[config.mk]
export PLATFORM = sky130hd
export DESIGN_NAME = amf_scan
export DESIGN_NICKNAME = d
export VERILOG_FILES = /design/src/rtl/amf_pkg.sv /design/src/rtl/amf_scan.sv
export SDC_FILE = /design/constraint.sdc
export NUM_CORES = 1
export LEC_CHECK = 0
export BUFFER_PORTS_ARGS = -buffer_cell sky130_fd_sc_hd__buf_2
export CORE_MARGIN = 4
export CORE_UTILIZATION = 57
export DETAILED_ROUTE_END_ITERATION = 7
export PLACE_DENSITY = 0.81
export SLEW_MARGIN = 20
export SYNTH_ARGS = -nofsm -noshare
export SYNTH_HDL_FRONTEND = slang
export SYNTH_SLANG_ARGS = --single-unit
export TNS_END_PERCENT = 1
[constraint.sdc]
create_clock -name clock -period 5.46 [get_ports clock]
set_input_delay 0.273 -clock clock [delete_from_list [all_inputs] [get_ports clock]]
set_output_delay 0.273 -clock clock [all_outputs]
set_load 0.01 [all_outputs]
[src/rtl/amf_pkg.sv]
`default_nettype none
// ----------------------------------------------------------------------------
// amf_pkg
// Shared types and constants for the array mode finder.
// ----------------------------------------------------------------------------
package amf_pkg;

   localparam int AMF_DEPTH      = 256;
   localparam int AMF_DATA_WIDTH = 32;

   typedef struct packed {
      logic signed [AMF_DATA_WIDTH-1:0] value;
      logic                             last;
   } req_beat_type;

   typedef struct packed {
      logic signed [AMF_DATA_WIDTH-1:0] mode_value;
      logic                             overflow;
   } rsp_beat_type;

   typedef struct packed {
      logic start;
      logic ack;
   } scan_ctl_type;

   typedef struct packed {
      logic                             done;
      logic signed [AMF_DATA_WIDTH-1:0] mode;
   } scan_stat_type;

endpackage
`default_nettype wire

[src/rtl/amf_scan.sv]
`default_nettype none
// ----------------------------------------------------------------------------
// amf_scan
// Counting sequencer: for each stored element it sweeps the buffer, counts
// the equal entries and keeps the value with the highest count, the
// smallest value on ties.
// ----------------------------------------------------------------------------
module amf_scan
   import amf_pkg::*;
#(
   parameter int DEPTH = AMF_DEPTH
) (
   input  wire logic                               clock,
   input  wire logic                               reset,
   input  wire scan_ctl_type                       ctl,
   input  wire logic [$clog2(DEPTH+1)-1:0]         count,
   output logic [$clog2(DEPTH)-1:0]                rd_addr,
   input  wire logic signed [AMF_DATA_WIDTH-1:0]   rd_data,
   output scan_stat_type                           stat
);

   localparam int AW = $clog2(DEPTH);
   localparam int CW = $clog2(DEPTH+1);

   typedef enum logic [2:0] {
      S_IDLE, S_KEY, S_LATCH, S_SWEEP, S_EVAL, S_DONE
   } state_type;

   state_type                        state_ff, state_in;
   logic [CW-1:0]                    i_ff, i_in;
   logic [CW-1:0]                    j_ff, j_in;
   logic                             pend_ff, pend_in;
   logic signed [AMF_DATA_WIDTH-1:0] key_ff, key_in;
   logic [CW-1:0]                    run_ff, run_in;
   logic [CW-1:0]                    best_cnt_ff, best_cnt_in;
   logic signed [AMF_DATA_WIDTH-1:0] best_val_ff, best_val_in;
   logic                             hit;

   assign hit = pend_ff && (rd_data == key_ff);

   always_comb begin
      state_in    = state_ff;
      i_in        = i_ff;
      j_in        = j_ff;
      pend_in     = pend_ff;
      key_in      = key_ff;
      run_in      = run_ff;
      best_cnt_in = best_cnt_ff;
      best_val_in = best_val_ff;
      unique case (state_ff)
         S_IDLE: begin
            if (ctl.start) begin
               i_in        = '0;
               best_cnt_in = '0;
               state_in    = S_KEY;
            end
         end
         S_KEY: begin
            j_in     = '0;
            run_in   = '0;
            pend_in  = 1'b0;
            state_in = S_LATCH;
         end
         S_LATCH: begin
            key_in   = rd_data;
            j_in     = CW'(1);
            pend_in  = 1'b1;
            state_in = S_SWEEP;
         end
         S_SWEEP: begin
            run_in = run_ff + CW'(hit);
            if (j_ff < count) begin
               j_in    = j_ff + CW'(1);
               pend_in = 1'b1;
            end else begin
               pend_in  = 1'b0;
               state_in = S_EVAL;
            end
         end
         S_EVAL: begin
            if ((run_ff > best_cnt_ff) ||
                ((run_ff == best_cnt_ff) && (key_ff < best_val_ff))) begin
               best_cnt_in = run_ff;
               best_val_in = key_ff;
            end
            i_in = i_ff + CW'(1);
            if ((i_ff + CW'(1)) == count) begin
               state_in = S_DONE;
            end else begin
               state_in = S_KEY;
            end
         end
         S_DONE: begin
            if (ctl.ack) begin
               state_in = S_IDLE;
            end
         end
         default: begin
            state_in = S_IDLE;
         end
      endcase
   end

   always_ff @(posedge clock) begin
      if (reset) begin
         state_ff <= S_IDLE;
         pend_ff  <= 1'b0;
      end else begin
         state_ff <= state_in;
         pend_ff  <= pend_in;
      end
      i_ff        <= i_in;
      j_ff        <= j_in;
      key_ff      <= key_in;
      run_ff      <= run_in;
      best_cnt_ff <= best_cnt_in;
      best_val_ff <= best_val_in;
   end

   assign rd_addr    = (state_ff == S_KEY) ? i_ff[AW-1:0] : j_ff[AW-1:0];
   assign stat.done  = (state_ff == S_DONE);
   assign stat.mode  = best_val_ff;

   a_sweep_bound: assert property (@(posedge clock) disable iff (reset)
      (state_ff == S_SWEEP) |-> (j_ff <= count))
      else $error("sweep index ran past the element count");

   a_done_counted: assert property (@(posedge clock) disable iff (reset)
      (state_ff == S_DONE) |-> (best_cnt_ff != '0))
      else $error("scan finished without a counted run");

   a_ack_when_done: assert property (@(posedge clock) disable iff (reset)
      ctl.ack |-> (state_ff == S_DONE))
      else $error("result taken while the scan is not finished");

endmodule
`default_nettype wire
# Yosys cells after proc, flatten, opt, wreduce, memory -nomap -nowiden
# Cells that the tools add are included.
# W data, S select, Z words.
# word_totals
reg_bits,104
in_bits,45
out_inout_bits,41
elab_cells,54
# classes
add_sub_neg,3
n_lt_le_gt_ge,3
eq_ne,13
mux,15
n_reduce_logical,12
# op_table
cell,n
$pmux W9 S2,3
$eq A32 B32 Y1,1
$lt A32 B32 Y1,1
$mux W9,3
$pmux W9 S3,1
$add A9 B1 Y9 const B,2
$eq A9 B9 Y1,2
$pmux W3 S6,1
$mux W3,4
$ne A2 B2 Y1 const B,5
$add A9 B1 Y9,1
$gt A9 B9 Y1,1
$lt A9 B9 Y1,1
$mux W8,1
$eq A3 B2 Y1 const B,2
$eq A3 B3 Y1 const B,2
$reduce_and A2 Y1,3
$reduce_and A3 Y1,2
$reduce_bool A2 Y1,2
$eq A3 B1 Y1 const B,1
$logic_not A3 Y1,1
$pmux W1 S3,1
$reduce_bool A3 Y1,1
$logic_and A1 B1 Y1,2
2 further kinds,2

# Logic depth before layout (Yosys ltp)
# Gate-level depths: netlist of the first run.
# logic_depth
ltp_word,5
depth_mapped,11
mapped_depth_nobuf,11

# Worst setup path before layout of the first run
# OpenSTA, ideal clock, no wires.
# synth_timing
kind,register to register
start,register best_val_ff[30]
end,"register best_val_ff[0], enable pin"
setup_ps,461
arrival_time_ps,3896
t_required_ps,4999
setup_slack_ps,1103
stages_incl_launch_ff,9
n_path_buf,0
period_less_slack_ps,4357
path_cell_list,edfxtp_1 > inv_1 > ha_1 > a21oi_2 > nand2_1 > a221o_1 > a211oi_2 > o2111ai_1 > nor3_1
# synth_via
elab_chain_cells,4
# synth_lines
element,line_no,text
"start, declared",amf_scan.sv:36,"logic signed [AMF_DATA_WIDTH-1:0] best_val_ff, best_val_in;"
"start signal, assigned",amf_scan.sv:117,best_val_ff <= best_val_in;
$lt A32 B32 Y1,amf_scan.sv:82,((run_ff == best_cnt_ff) && (key_ff < best_val_ff))) begin
$logic_and A1 B1 Y1,amf_scan.sv:82,
$logic_or A1 B1 Y1,amf_scan.sv:81,if ((run_ff > best_cnt_ff) ||
$reduce_and A2 Y1 (no source line),-,
# Every way passes these cells.
# A chain may end at the register's enable or synchronous reset.

# Worst setup path in the final report of the first run
# layout_timing
start,register key_ff[31]
end,"register best_val_ff[10], enable pin"
# layout_via
elab_chain_cells,4
# layout_lines
element,line_no,text
"start, declared",amf_scan.sv:33,"logic signed [AMF_DATA_WIDTH-1:0] key_ff, key_in;"
"start signal, assigned",amf_scan.sv:114,key_ff <= key_in;
$lt A32 B32 Y1,amf_scan.sv:82,
$logic_and A1 B1 Y1,amf_scan.sv:82,
$logic_or A1 B1 Y1,amf_scan.sv:81,
$reduce_and A2 Y1 (no source line),-,
# Every way passes these cells.

==> results.sh, run 1 <==
export IMPL_netlist_area_sq_mm=0.005590
export IMPL_postLayoutCellArea_sq_mm=0.006384
export IMPL_synthArstFlopShare=0
export IMPL_fin_cells=685
export IMPL_synth_xor_area_frac=0.09982
export IMPL_worstReg2RegEnd="best_val_ff[10]"
export IMPL_start_util=0.5965
export IMPL_cts_hold_buf=0
export IMPL_drive_above_1_share=0.2068
export IMPL_critPathRequiredTime_ns=5.52
export IMPL_fp_coreArea_sq_mm=0.009371
export IMPL_synth_seq_cells=104
export IMPL_powerDensity_mw_per_mm2=284.8
export IMPL_dieArea_sq_mm=0.01146
export IMPL_hold_violations=0
export IMPL_postCtsResizedCells=0
export IMPL_gp_congestion=0.9088
export IMPL_drt_wl_total_mm=11.69
export IMPL_period_share=0.6158
export IMPL_place_hpwl_mm=9.072
export IMPL_numPortBuffers=85
export IMPL_rsz0062_at_grt="no"
export IMPL_post_cts_buffers=0
export IMPL_final_setup_viol_count=0
export IMPL_seq_area_sq_mm=0.003083
export IMPL_cts_root_buffer="clkbuf_8"
export IMPL_period_needed_ns=3.362
export IMPL_die_y_um=107.0
export IMPL_arrival_ns=3.43
export IMPL_clk_path_buf_depth=2
export IMPL_ioPinCount=86
export IMPL_cp_max_fo=20
export IMPL_nets=648
export IMPL_grt_pass1_wl_mm=19.14
export IMPL_multi_input_area_sq_mm=0.002303
export IMPL_clk_latency_ns=0.38
export IMPL_status="complete, no violations"
export IMPL_cts_tree="yes"
export IMPL_maxCapViolations=0
export IMPL_grt_max_degree=34
export IMPL_synth_edf_count=100
export IMPL_wire_per_inst_um=17.06
export IMPL_first_pass_iters=4
export IMPL_max_slew_margin=0.3276
export IMPL_setup_tns_ns=0
export IMPL_drv_slew=0
export IMPL_synth_simple_gate_area_share=0.1188
export IMPL_min_path_type="in2reg"
export IMPL_synth_top_cell_by_area="edfxtp_1"
export IMPL_synth_top_family_by_area="simple AND/OR/NAND/NOR gates"
export IMPL_cts_made_buffers=9
export IMPL_end_kind="flip-flop"
export IMPL_path_class="reg2reg"
export IMPL_ys_seq_area_frac=0.5515
export IMPL_grt_usage=0.2149
export IMPL_num_rows=35
export IMPL_fmax_ghz=0.2974
export IMPL_dr_total_vias=3776
export IMPL_ff2ff_path_depth=8
export IMPL_cts_max_level=3
export IMPL_synth_cell_types=46
export IMPL_syn2layout_area_growth_pct=14.19
export IMPL_tightest_slew_ns=1.006
export IMPL_skew_ns=0.02361
export IMPL_rr_startpoint="key_ff[31]"
export IMPL_rrSetupSlack_ns=2.10
export IMPL_cts_sinks=104
export IMPL_vias_per_cell=5.512
export IMPL_min_to="key_ff[5]"
export IMPL_hold_slack_ns=0.08536
export IMPL_overflow=0
export IMPL_grt_pass1_vias=3885
export IMPL_place_inst=669
export IMPL_yosys_warnings=0
export IMPL_whs_path_depth=1
export IMPL_diodes=0
export IMPL_ir_worst_vdd_uv=197.9
export IMPL_synth_fa_ha_area_frac=0.1164
export IMPL_placed_cell_area_sq_mm=0.006180
export IMPL_clk_pin_slew_ns=0.12
export IMPL_synth_cells=459
export IMPL_synth_area_leaders="edfxtp_1 54%, ha_1 12%, xnor2_1 6.7%, inv_1 3.4%, xor2_1 2.7%"
export IMPL_crit_path_start_kind="flip-flop"
export IMPL_synth_nets=556
export IMPL_synth_compound_area_share=0.05685
export IMPL_die_w_um=107.0
export IMPL_synth_flop_cell="edfxtp_1"
export IMPL_synth_area_mux_share=0.01791
export IMPL_synth_top_cell_area_share=0.5372
export IMPL_drt_iter0_drc=215
export IMPL_min_delay_start="rd_data[5]"
export IMPL_synth_avg_cell_area_sq_um=12.18
export IMPL_drcViolationCount=0
export IMPL_nFillCells=733
export IMPL_drt_antenna_violating_nets=0
export IMPL_leakagePower_nw=2.647
export IMPL_antenna_found_initial=0
## layout by cell type (no fill, tap or decap), types with 17 or more instances in the layout
master,count
xnor2_1,43
a21oi_1,17
ha_1,52
buf_2,85
xor2_1,17
edfxtp_1,100
nand3_1,18
and3_1,19
nor2_1,32
inv_1,50
## synthesized netlist by cell type (2+ instances only)
master	count
nand2_1	16
clkbuf_1	4
or3_1	2
nand4_1	16
nor2_1	33
o211ai_1	2
a2111oi_0	2
mux2_1	8
edfxtp_1	100
nand2b_1	6
a21oi_1	17
ha_1	52
nand3_1	18
xnor2_1	43
a211oi_1	4
nor3_1	4
nor4_1	4
xor2_2	2
o21ai_0	8
and3_1	19
nor2b_1	3
dfxtp_1	4
buf_2	2
xor2_1	17
inv_1	50
a21o_1	3
## report_power, final
part	switching (mW)	total, mW	internal (mW)
Clock	0.304	0.487	0.183
Sequential	0.0672	1.02	0.955
Combinational	0.175	0.309	0.134
Total	0.546	1.82	1.27
## layer usage
layer  share of wire  vias up  track usage
li1                -     1836            -
met1            0.43     1812       0.2837
met2            0.48      109       0.3521
met3           0.066       19      0.04576
met4           0.019        0      0.07489
met5               0        -            0
## worst max-delay path by stage
stage / slack [ns] / depth (start not counted) / from / endpoint
2_1_floorplan: 1.10 / 8 / best_val_ff[30] / best_val_ff[0]
3_3_place_gp: 2.19 / 8 / key_ff[31] / best_val_ff[3]
3_5_place_dp: 2.09 / 8 / key_ff[31] / best_val_ff[2]
4_1_cts: 2.06 / 8 / key_ff[31] / best_val_ff[31]
5_1_grt: 1.84 / 8 / key_ff[31] / best_val_ff[31]
6_report: 2.10 / 8 / key_ff[31] / best_val_ff[10]
## sequential cells by signal (all words and copies together) (netlist names)
register,count
best_cnt_ff,9
j_ff,9
run_ff,9
state_ff,3
key_ff,32
i_ff,9
pend_ff,1
best_val_ff,32
## kinds of logic (layout without fill, tap and decap cells)
logic type               Yosys count  count (layout)
AO/OA/AOI/OAI                     47              47
XOR/XNOR                          62              62
adder cells (fa/ha/maj)           52              52
buffers and inverters             57             154
flip-flops                       104             104
multiplexers                       9               9
AND/OR/NAND/NOR                  128             128
## worst max-delay path, cell delays in order (launching register included)
cell and delay [ns]:
edfxtp_1 0.45, ha_1 0.35, nand4_1 0.17, nor2_1 0.06, a221o_1 0.32, a211oi_2 0.21, o2111ai_1 0.20, nor3_2 0.82
buf_4 0.44
## cell type report
class | instances | area share
Timing Repair Buffer | 87 | 0.06899
Clock buffer | 9 | 0.01940
Tap cell | 129 | 0.02528
Inverter | 51 | 0.02999
Multi-Input combinational cell | 298 | 0.3608
Sequential cell | 104 | 0.4829
Clock inverter | 7 | 0.01254
## metrics by stage
| step | worst slack [ns] | power [mW] | util |
|---|---|---|---|
| CTS | 2.060 | 1.836 | 0.6812 |
| global route | 1.838 | 1.913 | 0.6812 |
| floorplan | 1.103 | 1.232 | - |
| detailed placement | 2.094 | 1.349 | 0.6594 |
| finish | 2.098 | 1.818 | 0.6812 |
| global placement | 2.190 | 1.335 | 0.6594 |
Note: power is estimated with default switching activity, not from simulation.
==> inputs of run 2 (changes only) <==
- CORE_UTILIZATION: 57 -> 52
- PLACE_DENSITY: 0.81 -> 0.78
- clock period: 5.46 -> 3.05 ns (I/O delays scaled with it)
==> run 2 against run 1 <==
Compared with the run above:
- sequential power rose by 79%
- first-iteration DRC count fell by 14%
- register-to-register slack got worse by 1.8 ns
- sequential cell count did not move
- final cell count rose by 6.4%
- routed wire length rose by 5.6%
- clock power rose by 77%
- core utilization fell by 3.1 points
- critical path type is now in2reg
- largest cell class unchanged
- largest power group unchanged
==> results.sh, run 2 (synthesized netlist as in run 1, its figures left out) <==
export IMPL_layout_common_cells="100 x edfxtp_1, 85 x buf_2, 52 x ha_1"
export IMPL_vias_per_cell=5.354
export IMPL_grt_pass1_vias=4009
export IMPL_leakagePower_nw=2.802
export IMPL_clk_path_buf_depth=2
export IMPL_crit_chain="dlygate4sd3_1 > buf_2 > xnor2_1 > nand4_1 > nor4_1 > nand4_1 > nor4_2 > ha_1 > ha_1 > and3_1 > nand3_1 > xor2_1 > nor2_1"
export IMPL_slowest_delay_ns=0.53
export IMPL_place_inst=680
export IMPL_dr_total_vias=3903
export IMPL_gp_congestion=0.8733
export IMPL_period_share=0.9219
export IMPL_powerDensity_mw_per_mm2=485.6
export IMPL_maxCapViolations=0
export IMPL_cts_max_level=3
export IMPL_place_ws_ns=0.1951
export IMPL_die_w_um=111.7
export IMPL_dieArea_sq_mm=0.01247
export IMPL_setup_tns_ns=0
export IMPL_placed_cell_area_sq_mm=0.006237
export IMPL_drt_antenna_violating_nets=0
export IMPL_antenna_found_initial=0
export IMPL_clk_pin_slew_ns=0.09
export IMPL_nets=685
export IMPL_post_cts_buffers=0
export IMPL_cts_made_buffers=9
export IMPL_wire_per_inst_um=16.94
export IMPL_critPathRequiredTime_ns=3.18
export IMPL_rr_startpoint="key_ff[14]"
export IMPL_layout_cells_most_common="edfxtp_1"
export IMPL_worst_slack_ns=0.2381
export IMPL_fmax_ghz=0.3556
export IMPL_arrival_ns=2.94
export IMPL_reg_largest_list="best_val_ff x32, key_ff x32"
export IMPL_hold_slack_ns=0.03925
export IMPL_overflow=0
export IMPL_fin_cells=729
export IMPL_hold_violations=0
export IMPL_start_util=0.5367
export IMPL_cts_tree="yes"
export IMPL_max_slew_margin=0.5217
export IMPL_min_path_type="in2reg"
export IMPL_numPortBuffers=85
export IMPL_drive_above_1_share=0.1990
export IMPL_cts_root_buffer="clkbuf_8"
export IMPL_finalPower_mw=3.287
export IMPL_crit_path_start_kind="input pin"
export IMPL_place_hpwl_mm=9.343
export IMPL_ioPinCount=86
export IMPL_clk_latency_ns=0.38
export IMPL_syn2layout_area_growth_pct=21.08
export IMPL_critical_path_endpoint="run_ff[6]"
export IMPL_rrSetupSlack_ns=0.25
export IMPL_cts_sinks=104
export IMPL_first_pass_iters=5
export IMPL_finalCoreUtilization=0.6499
export IMPL_num_rows=37
export IMPL_drt_iter0_drc=185
export IMPL_tightest_slew_ns=0.7147
export IMPL_status="complete, no violations"
export IMPL_grt_pass1_wl_mm=20.47
export IMPL_fp_coreArea_sq_mm=0.01042
export IMPL_ff2ff_path_depth=11
export IMPL_rsz0062_at_grt="no"
export IMPL_path_class="in2reg"
export IMPL_skew_ns=0.01286
export IMPL_drcViolationCount=0
export IMPL_drt_wl_total_mm=12.35
export IMPL_cp_max_fo=3
export IMPL_postLayoutCellArea_sq_mm=0.006769
export IMPL_cp_startpoint="rd_data[2]"
export IMPL_worstReg2RegEnd="run_ff[6]"
export IMPL_drv_slew=0
export IMPL_grt_usage=0.2060
export IMPL_ir_worst_vdd_uv=312.7
export IMPL_grt_max_degree=33
export IMPL_end_kind="flip-flop"
export IMPL_critical_path_slowest_cell="dlygate4sd3_1"
export IMPL_diodes=0
export IMPL_final_setup_viol_count=0
export IMPL_die_y_um=111.7
export IMPL_period_needed_ns=2.812
run 2: cell types whose count changed in the layout (fill, tap and decap cells not counted), sizes merged:
cell         previous run  this run
inv                    55        52
buf                    87        91
bufinv                  0         1
dlygate4sd3             0        33
clkinv                  2         4
run 2: timing repair:
| item | in CTS | in global routing |
|---|---|---|
| hold endpoints to repair | 33 | 0 |
| resized for setup | 0 | 1 |
| hold buffers | 33 | 0 |
| endpoints found under the setup margin | 0 | 1 |
run 2: area by class of cell:
class	instances	area, sq um
Multi-Input combinational cell	298	2316
Clock buffer	9	123.9
Timing Repair Buffer	124	813.3
Tap cell	136	170.2
Inverter	51	191.4
Clock inverter	7	71.32
Sequential cell	104	3083
Fill cell	806	3647
run 2: worst min-delay path by stage:
stage,from,end,slack [ns],depth (start not counted)
after floorplan,reset,state_ff[0],0.22,1
after global placement,rd_data[25],key_ff[25],0.36,1
after detailed placement,rd_data[0],key_ff[0],0.36,1
after CTS,ctl[1],state_ff[0],0.02,3
after global routing,ctl[1],state_ff[0],0.03,3
final,ctl[1],state_ff[0],0.04,3
run 2: metal layers:
layer  global-route usage  vias to the layer above  routed length (um)
met5                    0                        -                   0
met4              0.06650                        0                 194
met3              0.03859                       14                 672
met2               0.3465                      111                6006
met1               0.2702                     1871                5475
li1                     -                     1907                   -
run 2: critical path: cells and delay by family:
| kind | cells | cell delay (ns) |
|---|---|---|
| xor gates and xnor gates | 2 | 0.33 |
| adders and majority gates | 2 | 0.40 |
| and+or+nand+nor | 7 | 1.38 |
| buffers and inverters | 2 | 0.67 |
run 2: report_power, final:
| group | switching (mW) | total (mW) | internal, mW |
|---|---|---|---|
| Combinational | 0.319 | 0.593 | 0.273 |
| Clock | 0.484 | 0.864 | 0.380 |
| Sequential | 0.121 | 1.83 | 1.71 |
| Total | 0.925 | 3.29 | 2.36 |
